==> src/sv/ugsh_pkg.sv <==
// ----------------------------------------------------------------------------
// ugsh_pkg: shared types and constants
// Types, constants and register map for uplink group/sequence hopping.
// ----------------------------------------------------------------------------
`default_nettype none

package ugsh_pkg;

    localparam int SUBCARRIERS_PER_RB = 12;
    localparam int GOLD_ADVANCE       = 1600;
    localparam int GOLD_LEN           = 31;
    localparam int ADV_STEPS          = GOLD_ADVANCE - GOLD_LEN;
    localparam int MIN_SEQ_LEN        = 6 * SUBCARRIERS_PER_RB;

    localparam int ID_W   = 9;
    localparam int SLOT_W = 5;
    localparam int NUM_W  = 5;
    localparam int CNT_W  = 11;
    localparam int LEN_W  = 11;
    localparam int ADDR_W = 5;
    localparam int DATA_W = 32;

    localparam logic [GOLD_LEN-1:0] X1_ADVANCED = 31'h54D21B24;

    // floor(x/30) = (x * RECIP_30) >> RECIP_SHIFT, exact for x < 512
    localparam logic [10:0] RECIP_30    = 11'd1093;
    localparam int          RECIP_SHIFT = 15;

    localparam logic [1:0] ID_SEL_PUCCH = 2'd1;
    localparam logic [1:0] ID_SEL_PUSCH = 2'd2;

    typedef enum logic [2:0] {
        REG_CELL_ID      = 3'd0,
        REG_PUCCH_VID    = 3'd1,
        REG_PUSCH_VID    = 3'd2,
        REG_ID_SELECT    = 3'd3,
        REG_DELTA_SHIFT  = 3'd4,
        REG_GROUP_HOP_EN = 3'd5,
        REG_SEQ_HOP_EN   = 3'd6,
        REG_SEQ_LEN_SC   = 3'd7
    } reg_idx_t;

    typedef struct packed {
        logic [ID_W-1:0]  cell_id;
        logic [ID_W-1:0]  pucch_vid;
        logic [ID_W-1:0]  pusch_vid;
        logic [1:0]       id_select;
        logic [4:0]       delta_shift;
        logic             group_hop_en;
        logic             seq_hop_en;
        logic [LEN_W-1:0] seq_len_sc;
    } cfg_t;

    typedef struct packed {
        logic setup_q;
        logic setup_r;
        logic load;
        logic seq_mode;
        logic adv2;
        logic step;
        logic gen;
        logic reduce;
        logic emit;
    } dp_cmd_t;

endpackage

`default_nettype wire

==> src/sv/ugsh_regs.sv <==
// ----------------------------------------------------------------------------
// ugsh_regs: configuration register file
// APB-style register bank; writes complete in the access cycle.
// ----------------------------------------------------------------------------
`default_nettype none

module ugsh_regs (
    input  wire logic                         clk,
    input  wire logic                         rst_n,
    input  wire logic                         psel,
    input  wire logic                         penable,
    input  wire logic                         pwrite,
    input  wire logic [ugsh_pkg::ADDR_W-1:0]  paddr,
    input  wire logic [ugsh_pkg::DATA_W-1:0]  pwdata,
    output logic      [ugsh_pkg::DATA_W-1:0]  prdata,
    output logic                              pready,
    output ugsh_pkg::cfg_t                    cfg
);

    ugsh_pkg::cfg_t     cfg_reg;
    ugsh_pkg::reg_idx_t idx;
    logic               wr_en;

    assign idx    = ugsh_pkg::reg_idx_t'(paddr[ugsh_pkg::ADDR_W-1:2]);
    assign wr_en  = psel && penable && pwrite;
    assign pready = 1'b1;
    assign cfg    = cfg_reg;

    always_ff @(posedge clk or negedge rst_n)
    begin
        if (!rst_n)
        begin
            cfg_reg <= '0;
        end
        else if (wr_en)
        begin
            case (idx)
                ugsh_pkg::REG_CELL_ID:      cfg_reg.cell_id      <= pwdata[8:0];
                ugsh_pkg::REG_PUCCH_VID:    cfg_reg.pucch_vid    <= pwdata[8:0];
                ugsh_pkg::REG_PUSCH_VID:    cfg_reg.pusch_vid    <= pwdata[8:0];
                ugsh_pkg::REG_ID_SELECT:    cfg_reg.id_select    <= pwdata[1:0];
                ugsh_pkg::REG_DELTA_SHIFT:  cfg_reg.delta_shift  <= pwdata[4:0];
                ugsh_pkg::REG_GROUP_HOP_EN: cfg_reg.group_hop_en <= pwdata[0];
                ugsh_pkg::REG_SEQ_HOP_EN:   cfg_reg.seq_hop_en   <= pwdata[0];
                ugsh_pkg::REG_SEQ_LEN_SC:   cfg_reg.seq_len_sc   <= pwdata[10:0];
                default: ;
            endcase
        end
    end

    always_comb
    begin
        prdata = '0;
        case (idx)
            ugsh_pkg::REG_CELL_ID:      prdata[8:0]  = cfg_reg.cell_id;
            ugsh_pkg::REG_PUCCH_VID:    prdata[8:0]  = cfg_reg.pucch_vid;
            ugsh_pkg::REG_PUSCH_VID:    prdata[8:0]  = cfg_reg.pusch_vid;
            ugsh_pkg::REG_ID_SELECT:    prdata[1:0]  = cfg_reg.id_select;
            ugsh_pkg::REG_DELTA_SHIFT:  prdata[4:0]  = cfg_reg.delta_shift;
            ugsh_pkg::REG_GROUP_HOP_EN: prdata[0]    = cfg_reg.group_hop_en;
            ugsh_pkg::REG_SEQ_HOP_EN:   prdata[0]    = cfg_reg.seq_hop_en;
            ugsh_pkg::REG_SEQ_LEN_SC:   prdata[10:0] = cfg_reg.seq_len_sc;
            default:                    prdata       = '0;
        endcase
    end

endmodule

`default_nettype wire

==> src/sv/ugsh_ctrl.sv <==
// ----------------------------------------------------------------------------
// ugsh_ctrl: sequencing controller
// Walks setup, then (for hopping) Gold generator advance, skip and bit capture, then reduce and emit.
// ----------------------------------------------------------------------------
`default_nettype none

module ugsh_ctrl (
    input  wire logic                         clk,
    input  wire logic                         rst_n,
    input  wire logic                         in_valid,
    output logic                              in_ready,
    input  wire logic [ugsh_pkg::SLOT_W-1:0]  slot,
    input  wire ugsh_pkg::cfg_t               cfg,
    output logic                              out_valid,
    input  wire logic                         out_ready,
    output ugsh_pkg::dp_cmd_t                 cmd
);

    typedef enum logic [3:0] {
        ST_IDLE,
        ST_SETUP_Q,
        ST_SETUP_R,
        ST_LOAD,
        ST_ADV,
        ST_SKIP,
        ST_GEN,
        ST_REDUCE,
        ST_EMIT
    } state_t;

    state_t                        state_reg;
    logic [ugsh_pkg::SLOT_W-1:0]   slot_reg;
    logic                          pat_mode_reg;
    logic                          seq_mode_reg;
    logic                          out_valid_reg;
    logic [ugsh_pkg::CNT_W-1:0]    cnt_reg;
    logic [ugsh_pkg::CNT_W-1:0]    skip_len;
    logic [ugsh_pkg::CNT_W-1:0]    gen_len;
    logic                          accept;
    logic                          emit;

    assign in_ready  = (state_reg == ST_IDLE);
    assign accept    = in_valid && in_ready;
    assign out_valid = out_valid_reg;
    assign emit      = (state_reg == ST_EMIT) && (!out_valid_reg || out_ready);
    assign skip_len  = pat_mode_reg ? ugsh_pkg::CNT_W'({slot_reg, 3'b000})
                                    : ugsh_pkg::CNT_W'(slot_reg);
    assign gen_len   = pat_mode_reg ? ugsh_pkg::CNT_W'(8) : ugsh_pkg::CNT_W'(1);

    always_comb
    begin
        cmd          = '0;
        cmd.seq_mode = seq_mode_reg;
        cmd.emit     = emit;
        case (state_reg)
            ST_SETUP_Q: cmd.setup_q = 1'b1;
            ST_SETUP_R: cmd.setup_r = 1'b1;
            ST_LOAD:    cmd.load    = 1'b1;
            ST_ADV:     cmd.adv2    = 1'b1;
            ST_SKIP:    cmd.step    = 1'b1;
            ST_GEN:     cmd.gen     = 1'b1;
            ST_REDUCE:  cmd.reduce  = 1'b1;
            default:    ;
        endcase
    end

    always_ff @(posedge clk or negedge rst_n)
    begin
        if (!rst_n)
        begin
            state_reg     <= ST_IDLE;
            slot_reg      <= '0;
            pat_mode_reg  <= 1'b0;
            seq_mode_reg  <= 1'b0;
            out_valid_reg <= 1'b0;
            cnt_reg       <= '0;
        end
        else
        begin
            if (emit)
            begin
                out_valid_reg <= 1'b1;
            end
            else if (out_ready)
            begin
                out_valid_reg <= 1'b0;
            end

            case (state_reg)
                ST_IDLE:
                begin
                    if (accept)
                    begin
                        slot_reg     <= slot;
                        pat_mode_reg <= cfg.group_hop_en;
                        seq_mode_reg <= !cfg.group_hop_en && cfg.seq_hop_en &&
                                        (cfg.seq_len_sc >=
                                         ugsh_pkg::LEN_W'(ugsh_pkg::MIN_SEQ_LEN));
                        state_reg    <= ST_SETUP_Q;
                    end
                end
                ST_SETUP_Q:
                begin
                    state_reg <= ST_SETUP_R;
                end
                ST_SETUP_R:
                begin
                    state_reg <= (pat_mode_reg || seq_mode_reg) ? ST_LOAD : ST_REDUCE;
                end
                ST_LOAD:
                begin
                    cnt_reg   <= ugsh_pkg::CNT_W'(ugsh_pkg::ADV_STEPS - 1);
                    state_reg <= ST_ADV;
                end
                ST_ADV:
                begin
                    if (cnt_reg == '0)
                    begin
                        if (skip_len == '0)
                        begin
                            cnt_reg   <= gen_len - 1'b1;
                            state_reg <= ST_GEN;
                        end
                        else
                        begin
                            cnt_reg   <= skip_len - 1'b1;
                            state_reg <= ST_SKIP;
                        end
                    end
                    else
                    begin
                        cnt_reg <= cnt_reg - 1'b1;
                    end
                end
                ST_SKIP:
                begin
                    if (cnt_reg == '0)
                    begin
                        cnt_reg   <= gen_len - 1'b1;
                        state_reg <= ST_GEN;
                    end
                    else
                    begin
                        cnt_reg <= cnt_reg - 1'b1;
                    end
                end
                ST_GEN:
                begin
                    if (cnt_reg == '0)
                    begin
                        state_reg <= ST_REDUCE;
                    end
                    else
                    begin
                        cnt_reg <= cnt_reg - 1'b1;
                    end
                end
                ST_REDUCE:
                begin
                    state_reg <= ST_EMIT;
                end
                ST_EMIT:
                begin
                    if (emit)
                    begin
                        state_reg <= ST_IDLE;
                    end
                end
                default:
                begin
                    state_reg <= ST_IDLE;
                end
            endcase
        end
    end

endmodule

`default_nettype wire

==> src/sv/ugsh_dp.sv <==
// ----------------------------------------------------------------------------
// ugsh_dp: hopping datapath
// Identity split by 30, Gold sequence registers, pattern capture and the
// result register.
// ----------------------------------------------------------------------------
`default_nettype none

module ugsh_dp (
    input  wire logic                        clk,
    input  wire ugsh_pkg::cfg_t              cfg,
    input  wire ugsh_pkg::dp_cmd_t           cmd,
    output logic [ugsh_pkg::NUM_W-1:0]       group_u,
    output logic                             seq_v,
    output logic [ugsh_pkg::NUM_W-1:0]       hop_pattern,
    output logic [ugsh_pkg::NUM_W-1:0]       group_shift
);

    logic [ugsh_pkg::ID_W-1:0]       id_sel;
    logic [ugsh_pkg::ID_W-1:0]       id_reg;
    logic [4:0]                      q_reg;
    logic [4:0]                      shift_reg;
    logic [ugsh_pkg::GOLD_LEN-1:0]   x1_reg;
    logic [ugsh_pkg::GOLD_LEN-1:0]   x2_reg;
    logic [7:0]                      acc_reg;
    logic                            v_reg;
    logic [4:0]                      pat_reg;
    logic [4:0]                      u_out_reg;
    logic                            v_out_reg;
    logic [4:0]                      pat_out_reg;
    logic [4:0]                      shift_out_reg;

    logic [19:0] id_prod;
    logic [9:0]  id_rem;
    logic [5:0]  off_sum;
    logic [5:0]  off_mod;
    logic [9:0]  seq_init;
    logic [18:0] acc_prod;
    logic [3:0]  acc_q;
    logic [8:0]  acc_rem;
    logic [5:0]  u_sum;
    logic [5:0]  u_mod;
    logic        b1;
    logic        b2;
    logic        c_bit;

    always_comb
    begin
        case (cfg.id_select)
            ugsh_pkg::ID_SEL_PUCCH: id_sel = cfg.pucch_vid;
            ugsh_pkg::ID_SEL_PUSCH: id_sel = cfg.pusch_vid;
            default:                id_sel = cfg.cell_id;
        endcase
    end

    assign id_prod = 20'(id_sel) * 20'(ugsh_pkg::RECIP_30);
    assign id_rem  = {1'b0, id_reg} - (10'({q_reg, 5'b00000}) - 10'({q_reg, 1'b0}));

    assign off_sum  = {1'b0, shift_reg} + {1'b0, cfg.delta_shift};
    assign off_mod  = (off_sum >= 6'd60) ? off_sum - 6'd60 :
                      (off_sum >= 6'd30) ? off_sum - 6'd30 : off_sum;
    assign seq_init = {q_reg, off_mod[4:0]};

    assign acc_prod = 19'(acc_reg) * 19'(ugsh_pkg::RECIP_30);
    assign acc_q    = acc_prod[18:ugsh_pkg::RECIP_SHIFT];
    assign acc_rem  = {1'b0, acc_reg} - (9'({acc_q, 5'b00000}) - 9'({acc_q, 1'b0}));

    assign u_sum = {1'b0, pat_reg} + {1'b0, shift_reg};
    assign u_mod = (u_sum >= 6'd30) ? u_sum - 6'd30 : u_sum;

    assign b1    = x1_reg[0] ^ x1_reg[3];
    assign b2    = x2_reg[0] ^ x2_reg[1] ^ x2_reg[2] ^ x2_reg[3];
    assign c_bit = b1 ^ b2;

    always_ff @(posedge clk)
    begin
        if (cmd.setup_q)
        begin
            id_reg  <= id_sel;
            q_reg   <= id_prod[ugsh_pkg::RECIP_SHIFT +: 5];
            acc_reg <= '0;
            v_reg   <= 1'b0;
        end
        if (cmd.setup_r)
        begin
            shift_reg <= id_rem[4:0];
        end
        if (cmd.load)
        begin
            x1_reg <= ugsh_pkg::X1_ADVANCED;
            x2_reg <= cmd.seq_mode ? ugsh_pkg::GOLD_LEN'(seq_init)
                                   : ugsh_pkg::GOLD_LEN'(q_reg);
        end
        if (cmd.adv2)
        begin
            x2_reg <= {b2, x2_reg[ugsh_pkg::GOLD_LEN-1:1]};
        end
        if (cmd.step || cmd.gen)
        begin
            x1_reg <= {b1, x1_reg[ugsh_pkg::GOLD_LEN-1:1]};
            x2_reg <= {b2, x2_reg[ugsh_pkg::GOLD_LEN-1:1]};
        end
        if (cmd.gen)
        begin
            if (cmd.seq_mode)
            begin
                v_reg <= c_bit;
            end
            else
            begin
                acc_reg <= {c_bit, acc_reg[7:1]};
            end
        end
        if (cmd.reduce)
        begin
            pat_reg <= acc_rem[4:0];
        end
        if (cmd.emit)
        begin
            u_out_reg     <= u_mod[4:0];
            v_out_reg     <= v_reg;
            pat_out_reg   <= pat_reg;
            shift_out_reg <= shift_reg;
        end
    end

    assign group_u     = u_out_reg;
    assign seq_v       = v_out_reg;
    assign hop_pattern = pat_out_reg;
    assign group_shift = shift_out_reg;

endmodule

`default_nettype wire

==> src/sv/uplink_group_sequence_hopping.sv <==
// ----------------------------------------------------------------------------
// uplink_group_sequence_hopping: uplink RS group and sequence hopping
// Per slot: group number u, hopping pattern, group shift and sequence
// number v from a bit-serial length-31 Gold sequence generator.
// ----------------------------------------------------------------------------
//  channel   direction  handshake            payload
//  input     in         in_valid/in_ready    slot
//  output    out        out_valid/out_ready  group_u, seq_v, hop_pattern,
//                                            group_shift
//  config    in         APB psel/penable     paddr, pwdata, prdata
//
//  One slot at a time. Group hopping: setup, load, advance x2, skip 8*slot
//  bits, capture 8 bits, reduce, emit; sequence hopping skips slot bits and
//  captures one; neither: setup, reduce, emit. The Gold generator runs one
//  bit per cycle and pre-advances x2 by ADV_STEPS shifts.
//  A new slot is accepted while the previous result waits in the output
//  register; a stalled output holds the next result in the emit state.
//  Reset clears configuration and control; no clearing pass.
// ----------------------------------------------------------------------------
`default_nettype none

module uplink_group_sequence_hopping (
    input  wire logic                         clk,
    input  wire logic                         rst_n,
    input  wire logic                         psel,
    input  wire logic                         penable,
    input  wire logic                         pwrite,
    input  wire logic [ugsh_pkg::ADDR_W-1:0]  paddr,
    input  wire logic [ugsh_pkg::DATA_W-1:0]  pwdata,
    output logic      [ugsh_pkg::DATA_W-1:0]  prdata,
    output logic                              pready,
    input  wire logic                         in_valid,
    output logic                              in_ready,
    input  wire logic [ugsh_pkg::SLOT_W-1:0]  slot,
    output logic                              out_valid,
    input  wire logic                         out_ready,
    output logic      [ugsh_pkg::NUM_W-1:0]   group_u,
    output logic                              seq_v,
    output logic      [ugsh_pkg::NUM_W-1:0]   hop_pattern,
    output logic      [ugsh_pkg::NUM_W-1:0]   group_shift
);

    ugsh_pkg::cfg_t    cfg;
    ugsh_pkg::dp_cmd_t cmd;

    ugsh_regs u_regs (
        .clk     (clk),
        .rst_n   (rst_n),
        .psel    (psel),
        .penable (penable),
        .pwrite  (pwrite),
        .paddr   (paddr),
        .pwdata  (pwdata),
        .prdata  (prdata),
        .pready  (pready),
        .cfg     (cfg)
    );

    ugsh_ctrl u_ctrl (
        .clk       (clk),
        .rst_n     (rst_n),
        .in_valid  (in_valid),
        .in_ready  (in_ready),
        .slot      (slot),
        .cfg       (cfg),
        .out_valid (out_valid),
        .out_ready (out_ready),
        .cmd       (cmd)
    );

    ugsh_dp u_dp (
        .clk         (clk),
        .cfg         (cfg),
        .cmd         (cmd),
        .group_u     (group_u),
        .seq_v       (seq_v),
        .hop_pattern (hop_pattern),
        .group_shift (group_shift)
    );

endmodule

`default_nettype wire
==> config.mk <==
export PLATFORM = sky130hd
export DESIGN_NAME = uplink_group_sequence_hopping
export DESIGN_NICKNAME = d
export VERILOG_FILES = /design/src/sv/ugsh_pkg.sv /design/src/sv/ugsh_regs.sv /design/src/sv/ugsh_ctrl.sv /design/src/sv/ugsh_dp.sv /design/src/sv/uplink_group_sequence_hopping.sv
export SDC_FILE = /design/constraint.sdc
export NUM_CORES = 1
export LEC_CHECK = 0
export ABC_AREA = 1
export ABC_CLOCK_PERIOD_IN_PS = 4350
export BUFFER_PORTS_ARGS = -buffer_cell sky130_fd_sc_hd__buf_2
export CORE_ASPECT_RATIO = 1.75
export CORE_UTILIZATION = 60
export DETAILED_ROUTE_END_ITERATION = 7
export GPL_TIMING_DRIVEN = 0
export PLACE_DENSITY = 0.81
export SYNTH_ARGS = -nofsm -noshare
export SYNTH_HDL_FRONTEND = slang
export SYNTH_SLANG_ARGS = --single-unit
==> constraint.sdc <==
create_clock -name clk -period 4.35 [get_ports clk]
set_clock_uncertainty 0.1 [all_clocks]
set_input_delay 0.87 -clock clk [delete_from_list [all_inputs] [get_ports clk]]
set_output_delay 0.87 -clock clk [all_outputs]
set_load 0.02 [all_outputs]
==> summary.md, run 1 <==
| Metric | Value |
|---|---|
| Status | `finished clean` |
| Max cap viols | `0` |
| Crit. Startpoint | `u_regs.cfg[18]` |
| Top Ports | `100` |
| Post-Syn Instances | `1130` |
| Arrival @ worst endpoint | `4.27 ns` |
| Grt met1 use | `27.9%` |
| Kind of end point of the critical path | `flop` |
| Mean Syn Cell Area | `9.14 um^2` |
| #FFs+latches synth | `177` |
| Synth unique cells | `55` |
| CTS tree | `done` |
| Die Span Y | `176 um` |
| Non-Filler Instances | `1462` |
| Max VDD drop | `0.363 mV` |
| DP Cell Count | `1430` |
| Post-route ant nets | `0` |
| Synth Cell Area | `0.0103 mm^2` |
| DP HPWL | `16400 um` |
| GP Congestion | `0.901` |
| Worst-path maximum fanout | `5` |
| Post-synth EDFFs | `98` |
| Peak Freq | `239 MHz` |
| PortBufs | `53` |
| DRC Markers | `0` |
| Main synth FF type | `edfxtp_1` |
| Global-route met3 utilization | `4.38%` |
| TritonRoute pass-1 iters | `5` |
| FP Rows | `63` |
| Layout cells sized above 1 | `15.7%` |
| Filler instances | `1324` |
| GRT Resource Usage Total | `26.8%` |
| Critical path type | `reg -> reg` |
| Initial antenna violation count | `0` |
| Congestion Overflow GR | `0` |
| Area contributors post-synth | `edfxtp_1 (29%), dfrtp_1 (17%), ha_1 (10%)` |
| WP data required | `4.45 ns` |
| Num CTS Buffers | `17` |
| Htree depth | `4` |
| Initial Utilization | `61.2%` |
| Rel. slew slack | `8.20%` |
| Sink Count | `177` |
| Final Max Tran Viols | `0` |
| Synth Warn # | `0` |
| R2R depth | `20` |
| Pin count of the biggest net entering global routing | `71` |
| Fin nets | `1368` |
| Measured slew at the worst slew-check pin | `1.37 ns` |
| Routed len/inst | `15.1 um` |
| R2R setup slack | `0.17 ns` |
| CTS Buffer Depth | `2` |
| Hold WC Path Type | `reg -> reg` |
| Seq/Total Area, Yosys | `47.2%` |
| Final core area utilization | `68.5%` |
| Final hold violations | `0` |
| Clk root buf | `clkbuf_16` |
| Setup violators final | `0` |
| Worst Setup EP | `u_dp.q_reg[3]` |
| Post-synth top area share | `28.5%` |
| Most Used Layer, Global Route | `met2` |
| Die W | `101 um` |
| Clock latency on the worst-skew pair | `0.44 ns` |
| Core area | `0.0169 mm^2` |
| Vias in the first global route | `7968` |
| Initial drt markers | `439` |
| Layout area overhead | `11.9%` |
| Clock-pin slew on the worst setup and hold paths | `0.07 ns` |
| Unrepaired setup endpoints after global routing | `true` |
| Startpoint types | `flop` |
| Asr flop ratio synth | `39.5%` |
| Via count | `7846` |
| Reg-to-reg critical path endpoint | `u_dp.q_reg[3]` |
| Max FFs per register | `47` |
| Final wirelength | `22000 um` |
| Die area | `0.0178 mm^2` |
| Drt via density | `5.37` |
| Pwr Density | `651 mW/mm^2` |
| P_leak | `0.00560 uW` |
| ANT cells | `0` |
| FF-to-FF Start | `u_regs.cfg[18]` |
| First-pass GRT wire length | `36500 um` |
| Setup WS post-layout | `0.173 ns` |
| Final Power | `7520 uW` |
| Final critical-path share of the clock period | `96.0%` |
| Most numerous cell in the Yosys netlist | `nand2_1` |
| Leading area contributor after synthesis | `edfxtp_1` |
| Post-synth top cells | `nand2_1 (215), inv_1 (165), nor2_1 (104)` |
| Fin crit period | `4.18 ns` |
| GR Util met2 | `49.8%` |
| Setup Total Neg Slack | `0 ns` |
| Post-place setup slack | `-0.312 ns` |
## worst min path at each step
stage,startpoint,end,cells past startpoint
floorplan,u_dp.id_reg[0],u_dp.shift_reg[0],0
global placement,u_dp.id_reg[0],u_dp.shift_reg[0],0
detailed placement,u_dp.id_reg[0],u_dp.shift_reg[0],0
CTS,u_dp.id_reg[0],u_dp.shift_reg[0],0
global route,u_dp.id_reg[0],u_dp.shift_reg[0],0
finish,u_dp.id_reg[0],u_dp.shift_reg[0],0
## logic make-up after synthesis
kind of cell | synth area share, %
AND/OR/NAND/NOR | 18.3
buffers and inverters | 9.10
flip-flops | 47.2
AO/OA/AOI/OAI | 9.67
adder cells (fa/ha/maj) | 12.7
XOR/XNOR | 2.71
other | 0.0727
multiplexers | 0.218
## cell type report
type	instances	area (um^2)	share of cell area, %
sequential	177	4880	42.3
multi-input combinational	752	4600	39.8
inverter	179	681	5.89
clock buffer	17	425	3.68
tap	227	284	2.46
timing repair buffer	54	275	2.38
buffer	41	259	2.24
clock inverter	15	149	1.29
## layer usage
metal	routed length, um	part of all wire (%)
met1	7910	36
met2	12200	55
met3	795	3.6
met4	1130	5.2
met5	0	0
## per-stage QoR
stage	hold WS, ns	area, um^2
floorplan	0.300	10400
global placement	0.302	10900
detailed placement	0.306	11000
CTS	0.323	11500
global route	0.333	11600
finish	0.320	11600
## critical path: stages (launching register included)
cell and delay (ns):
dfrtp_1 0.41, inv_1 0.07, ha_2 0.41, clkinvlp_4 0.16, o21ai_1 0.26, inv_2 0.11, ha_1 0.22, xnor2_1 0.16
inv_1 0.06, ha_1 0.17, a21o_1 0.14, inv_1 0.05, fa_1 0.39, inv_1 0.07, ha_1 0.23, a21oi_1 0.19
o21bai_1 0.11, a211oi_2 0.26, nand3_1 0.17, nand3b_1 0.13, nand2_1 0.06
## timing repair
item	in CTS	in global routing
hold buffers	0	0
endpoints found under the setup margin	5	5
setup buffers	1	0
gates resized for setup	3	7
## cells in the final DEF, fill, tap and decap left out, types with 10 or more instances in the layout
master and n:
nor2_1 104, ha_1 83, nand3_1 39, inv_1 163
conb_1 22, or2_2 12, o21ai_0 70, xor2_1 18
nand2_2 11, a21oi_1 39, clkbuf_16 17, edfxtp_1 98
inv_2 10, nand2_1 215, fa_1 13, o21ai_1 23
buf_4 24, buf_2 63, xnor2_1 14, nor3_1 10
dfrtp_1 70
## report_power, final
| part | leakage, uW | internal (uW) | switching, uW |
|---|---|---|---|
| Clock | 0.000266 | 805 | 699 |
| Combinational | 0.00347 | 1100 | 2090 |
| Sequential | 0.00187 | 2530 | 302 |
(Power assumes the default switching activity.)
==> run 2, diff against run 1 <==
- CORE_UTILIZATION: 60 -> 55
- PLACE_DENSITY: 0.81 -> 0.75
==> run 2 against run 1 <==
Against the previous run:
- combinational power barely moved
- sequential share of layout area fell by 0.25 points
- cell count rose by 0.82%
- worst hold slack improved by 0.014 ns
- die area rose by 8.9%
- sequential cell count did not move
- global-route usage fell by 3.1 points
- fmax fell by 0.96%
==> summary.md, run 2 (synthesized netlist as in run 1, its figures left out) <==
| Metric | Value |
|---|---|
| Pin count of the biggest net entering global routing | `71 (unchanged)` |
| Final core area utilization | `62.8% (-5.7 points)` |
| Max cap viols | `0 (unchanged)` |
| Kind of end point of the critical path | `flop` |
| GP Congestion | `0.916 (+1.7%)` |
| Final Max Tran Viols | `0 (unchanged)` |
| Status | `finished clean` |
| Routed len/inst | `14.6 um (-2.8%)` |
| Startpoint types | `flop` |
| CTS Buffer Depth | `2 (unchanged)` |
| ANT cells | `0 (unchanged)` |
| Pwr Density | `652 mW/mm^2 (+0.12%)` |
| Fin nets | `1369 (+0.073%)` |
| Sink Count | `177 (unchanged)` |
| Setup Total Neg Slack | `0 ns (unchanged)` |
| Die Span Y | `183 um (+4.4%)` |
| Rel. slew slack | `17.8% (+9.6 points)` |
| Clk root buf | `clkbuf_16` |
| Non-Filler Instances | `1474 (+0.82%)` |
| Setup WS post-layout | `0.133 ns (-0.0405 ns)` |
| Final Power | `7570 uW (+0.61%)` |
| Clock-pin slew on the worst setup and hold paths | `0.07 ns (about the same)` |
| Filler instances | `1572 (+19%)` |
| Die W | `106 um (+4.4%)` |
| Multi-input gate area | `0.00460 mm^2 (about the same)` |
| Worst-path maximum fanout | `5 (unchanged)` |
| Measured slew at the worst slew-check pin | `1.23 ns (-0.142 ns)` |
| FP Rows | `66 (+4.8%)` |
| DP HPWL | `16300 um (-0.37%)` |
| Post-place setup slack | `-0.254 ns (+0.0575 ns)` |
| Via count | `7701 (-1.8%)` |
| Initial drt markers | `383 (-13%)` |
| Max VDD drop | `0.287 mV (-21%)` |
| Final hold violations | `0 (unchanged)` |
| Register area | `0.00488 mm^2 (-0.10%)` |
| Largest stage delay on the critical path | `0.41 ns (about the same)` |
| Fin crit period | `4.22 ns (+0.0405 ns)` |
| Sw Ratio | `39.7% (-1.3 points)` |
| CTS tree | `done` |
| Critical path's most frequent cell | `inv_1` |
| P_leak | `0.00565 uW (+0.74%)` |
| Peak Freq | `237 MHz (-0.96%)` |
| WP data required | `4.44 ns (about the same)` |
| Final wirelength | `21600 um (-2.0%)` |
| Sequential share of power | `37.2% (-0.4 points)` |
| Buf+Inv Stages, Crit Path | `6 (unchanged)` |
| Top Ports | `100 (unchanged)` |
| First-pass GRT wire length | `35700 um (-2.0%)` |
| CP delay by family, top | `adder cells` |
| Congestion Overflow GR | `0 (unchanged)` |
| Critical path, cell by cell | `inv_1 > ha_2 > clkinvlp_4 > o211ai_1 > o21ai_1 > inv_1 > ha_1 > xnor2_1 > inv_1 > ha_1 > a21o_1 > inv_1 > fa_1 > inv_1 > ha_1 > a21oi_1 > o21bai_1 > a211oi_2 > nand3_1 > nand3b_1 > nand2_1` |
| Layout cells sized above 1 | `15.5% (-0.17 points)` |
| Critical Path Slowest Stage Cell | `dfrtp_1` |
| Num CTS Buffers | `17 (unchanged)` |
| Commonest non-fill, non-tap cells in the layout | `nand2_1 (215), inv_1 (164), nor2_1 (103)` |
| Combinational Power Share | `41.8% (-0.6 points)` |
| Commonest non-fill, non-tap cell in the layout | `nand2_1` |
| Clock power frac | `21.0% (+1.0 points)` |
| Initial Utilization | `55.8% (-5.4 points)` |
| Arrival @ worst endpoint | `4.31 ns (+0.04 ns)` |
| Vias in the first global route | `7747 (-2.8%)` |
| Max FFs per register | `47 (unchanged)` |
| Drt via density | `5.22 (-2.6%)` |
| Layout area overhead | `12.4%` |
| Hold WC Path Type | `reg -> reg` |
| GRT Resource Usage Total | `23.7% (-3.1 points)` |
| Post-route ant nets | `0 (unchanged)` |
| Initial antenna violation count | `0 (unchanged)` |
| Clock latency on the worst-skew pair | `0.44 ns (about the same)` |
| DRC Markers | `0 (unchanged)` |
| Core area | `0.0185 mm^2 (+9.7%)` |
| Final critical-path share of the clock period | `96.9% (+0.93 points)` |
| Htree depth | `4 (unchanged)` |
| Die area | `0.0193 mm^2 (+8.9%)` |
| Setup violators final | `0 (unchanged)` |
| NetSw | `3010 uW (-2.7%)` |
| Pint | `4560 uW (+2.9%)` |
| PortBufs | `53 (unchanged)` |
| TritonRoute pass-1 iters | `5 (unchanged)` |
| Critical path type | `reg -> reg` |
| DP Cell Count | `1441 (+0.77%)` |
[run 2: cell count changes in the layout (fill, tap and decap cells not counted), sizes merged]
cell | before | now
inv | 182 | 180
clkinv | 5 | 6
bufinv | 1 | 2
clkinvlp | 6 | 2
clkbuf | 24 | 28
buf | 88 | 89
[run 2: power by group through the flow]
stage                     Combinational, uW  Sequential, uW  Clock [uW]
after detailed placement               3140            2840           0
after floorplan                        2450            2750           0
after CTS                              3180            2820        1610
after global placement                 3040            2830           0
after global routing                   3630            2870        1670
final                                  3160            2820        1590
[run 2: worst register-to-register path: stages, from the launching register on]
cell and delay (ns):
dfrtp_1 0.41, inv_1 0.07, ha_2 0.40, clkinvlp_4 0.16, o211ai_1 0.12, o21ai_1 0.12, inv_1 0.17, ha_1 0.23
xnor2_1 0.13, inv_1 0.06, ha_1 0.18, a21o_1 0.16, inv_1 0.06, fa_1 0.40, inv_1 0.07, ha_1 0.23
a21oi_1 0.20, o21bai_1 0.11, a211oi_2 0.26, nand3_1 0.16, nand3b_1 0.12, nand2_1 0.06
[run 2: path summary, 6_finish.rpt]
check                                from            endpoint  slack [ns]  cells after the start
max in group asynchronous           rst_n      u_regs.cfg[35]        3.10                      1
hold / removal             u_dp.id_reg[0]   u_dp.shift_reg[0]        0.33                      0
hold reg to reg            u_dp.id_reg[0]   u_dp.shift_reg[0]        0.33                      0
min in group asynchronous           rst_n  u_ctrl.slot_reg[4]        0.45                      1
setup reg to reg           u_regs.cfg[18]       u_dp.q_reg[3]        0.13                     21
setup / recovery           u_regs.cfg[18]       u_dp.q_reg[3]        0.13                     21
[run 2: repair_timing]
item | CTS | global route
resized for setup | 2 | 5
hold buffers | 0 | 0
endpoints found under the setup margin | 5 | 6
buffers inserted | 2 | 0
cloned | 0 | 0
[run 2: cell type report]
cell class              count  share of cell area, %
well taps                 238                   2.56
plain buffers              41                   2.23
flip-flops and latches    177                   42.0
clock buffers              21                   4.25
clock inverters            11                   1.03
multi-input cells         752                   39.6
inverters                 179                   5.86
repair buffers             55                   2.44
[run 2: per-layer routing]
layer | share of wire, % | track usage [%] | wire length [um]
met1 | 37 | 24.7 | 8010
met2 | 55 | 44.6 | 11800
met3 | 3.4 | 3.62 | 726
met4 | 4.7 | 13.6 | 1010
met5 | 0 | 0 | 0
[run 2: through the flow]
stage / hold WS, ns / instance area (um^2)
floorplan: 0.300 / 10400
global placement: 0.301 / 11000
detailed placement: 0.326 / 11000
CTS: 0.342 / 11600
global route: 0.351 / 11600
finish: 0.334 / 11600
==> run 3, diff against run 2 <==
- RECOVER_POWER: not set -> 50
==> run 3 against run 2 <==
Against the previous run:
- the flow now finishes with violations (max-capacitance violations, max-slew violations)
- register-to-register slack improved by 0.03 ns
- global-route usage unchanged
- cell area decreased by 0.56%
- critical path depth unchanged
- non-clock buffer count unchanged
- count of clock-buffer cells in the layout unchanged
- via count increased by 0.29%
- first-iteration DRC count decreased by 8.6%
- critical path type unchanged
- largest cell class unchanged
- largest power group unchanged
==> summary.md, run 3 (synthesized netlist as in run 1, its figures left out) <==
| Metric | Value |
|---|---|
| Fin crit period | `4.19 ns (-0.0317 ns)` |
| DRC Markers | `0 (unchanged)` |
| DP HPWL | `16300 um (unchanged)` |
| Layout area overhead | `11.8%` |
| Clock latency on the worst-skew pair | `0.44 ns (about the same)` |
| CTS Buffer Depth | `2 (unchanged)` |
| Critical path's most frequent cell | `inv_1` |
| Post-route ant nets | `0 (unchanged)` |
| Critical path, cell by cell | `inv_1 > ha_2 > clkinvlp_4 > o211ai_1 > o21ai_1 > inv_1 > ha_1 > xnor2_1 > inv_1 > ha_1 > a21o_1 > inv_1 > fa_1 > inv_1 > ha_1 > a21oi_1 > o21bai_1 > a211oi_2 > nand3_1 > nand3b_1 > nand2_1` |
| CP delay by family, top | `adder cells` |
| Failing checks | `max-capacitance violations, max-slew violations` |
| Initial drt markers | `350 (-8.6%)` |
| Most Used Layer, Global Route | `met2` |
| Die Span Y | `183 um (unchanged)` |
| Vias in the first global route | `7747 (unchanged)` |
| Commonest non-fill, non-tap cell in the layout | `nand2_1` |
| Setup violators final | `0 (unchanged)` |
| Commonest non-fill, non-tap cells in the layout | `nand2_1 (217), inv_1 (167), nor2_1 (108)` |
| PortBufs | `53 (unchanged)` |
| Routed len/inst | `14.7 um (+0.21%)` |
| Die W | `106 um (unchanged)` |
| Setup WS post-layout | `0.165 ns (+0.0317 ns)` |
| Final Power | `7530 uW (-0.51%)` |
| Setup Total Neg Slack | `0 ns (unchanged)` |
| TritonRoute pass-1 iters | `5 (unchanged)` |
| Congestion Overflow GR | `0 (unchanged)` |
| Peak Freq | `239 MHz (+0.76%)` |
| Buf+Inv Stages, Crit Path | `6 (unchanged)` |
| CTS tree | `done` |
| Core area | `0.0185 mm^2 (unchanged)` |
| Top Ports | `100 (unchanged)` |
| Clk root buf | `clkbuf_16` |
| Hold WC Path Type | `reg -> reg` |
| Final Max Tran Viols | `71 (+71)` |
| Non-Filler Instances | `1474 (unchanged)` |
| Final critical-path share of the clock period | `96.2% (-0.73 points)` |
| Sink Count | `177 (unchanged)` |
| First-pass GRT wire length | `35700 um (unchanged)` |
| Rel. slew slack | `-18.8% (-37 points)` |
| Post-place setup slack | `-0.254 ns (unchanged)` |
| Drt via density | `5.24 (+0.29%)` |
| WP data required | `4.44 ns (about the same)` |
| Min Hold Slack | `0.334 ns (-0.000328 ns)` |
| Num CTS Buffers | `17 (unchanged)` |
| GRT Resource Usage Total | `23.7% (unchanged)` |
| Startpoint types | `flop` |
| Die area | `0.0193 mm^2 (unchanged)` |
| Max VDD drop | `0.289 mV (+0.60%)` |
| Layout cells sized above 1 | `14.1% (-1.5 points)` |
| Critical Path Slowest Stage Cell | `dfrtp_1` |
| FP Rows | `66 (unchanged)` |
| Hold_buf cts | `0 (unchanged)` |
| Max FFs per register | `47 (unchanged)` |
| Pwr Density | `652 mW/mm^2 (about the same)` |
| ANT cells | `0 (unchanged)` |
| Kind of end point of the critical path | `flop` |
| Final wirelength | `21600 um (+0.21%)` |
| Global-route met3 utilization | `3.62% (unchanged)` |
| Max cap viols | `1 (+1)` |
| Critical path type | `reg -> reg` |
| Largest stage delay on the critical path | `0.41 ns (about the same)` |
| Fin nets | `1369 (unchanged)` |
| Clock-pin slew on the worst setup and hold paths | `0.07 ns (about the same)` |
| Initial Utilization | `55.8% (unchanged)` |
| Via count | `7723 (+0.29%)` |
| Arrival @ worst endpoint | `4.28 ns (-0.03 ns)` |
| Final hold violations | `0 (unchanged)` |
| GP Congestion | `0.916 (unchanged)` |
| Worst-path maximum fanout | `5 (unchanged)` |
| P_leak | `0.00562 uW (-0.47%)` |
| DP Cell Count | `1441 (unchanged)` |
| Measured slew at the worst slew-check pin | `1.78 ns (+0.553 ns)` |
| Initial antenna violation count | `0 (unchanged)` |
| Htree depth | `4 (unchanged)` |
| GR Util met2 | `44.6% (unchanged)` |
| Pin count of the biggest net entering global routing | `71 (unchanged)` |
| Status | `finished with violations` |
| Grt met1 use | `24.7% (unchanged)` |
## run 3: metrics by stage
step | cell area (um^2) | util (%)
finish | 11500 | 62.4
global route | 11500 | 62.4
CTS | 11600 | 62.7
detailed placement | 11000 | 59.3
global placement | 11000 | 59.3
floorplan | 10400 | -
## run 3: final cells by class
| class | instances | area, um^2 |
|---|---|---|
| buffer | 41 | 250 |
| multi-input combinational | 752 | 4550 |
| fill | 1583 | 6950 |
| inverter | 179 | 679 |
| clock buffer | 21 | 493 |
| sequential | 177 | 4880 |
| clock inverter | 11 | 120 |
| timing repair buffer | 55 | 280 |
| tap | 238 | 298 |
## run 3: timing repair
| item | CTS | global route |
|---|---|---|
| resized for setup | 2 | 5 |
| setup endpoints to repair | 5 | 6 |
| setup buffers | 2 | 0 |
## run 3: power by group
part	internal, uW	switching (uW)
sequential	2530	291
clock	932	657
combinational	1080	2040
total	4550	2980
## run 3: final timing paths
path / startpoint / end / slack, ns / cells after the start
min in group asynchronous: rst_n / u_ctrl.slot_reg[4] / 0.79 / 1
setup reg to reg: u_regs.cfg[18] / u_dp.q_reg[3] / 0.16 / 21
hold reg to reg: u_dp.id_reg[0] / u_dp.shift_reg[0] / 0.33 / 0
hold / removal: u_dp.id_reg[0] / u_dp.shift_reg[0] / 0.33 / 0
setup / recovery: u_regs.cfg[18] / u_dp.q_reg[3] / 0.16 / 21
max in group asynchronous: rst_n / u_regs.cfg[43] / 2.28 / 1
## run 3: layer usage
metal  up-vias  wire [um]
li1       3843          -
met1      3645       8040
met4         0       1010
met3        67        670
met5         -          0
met2       168      11900
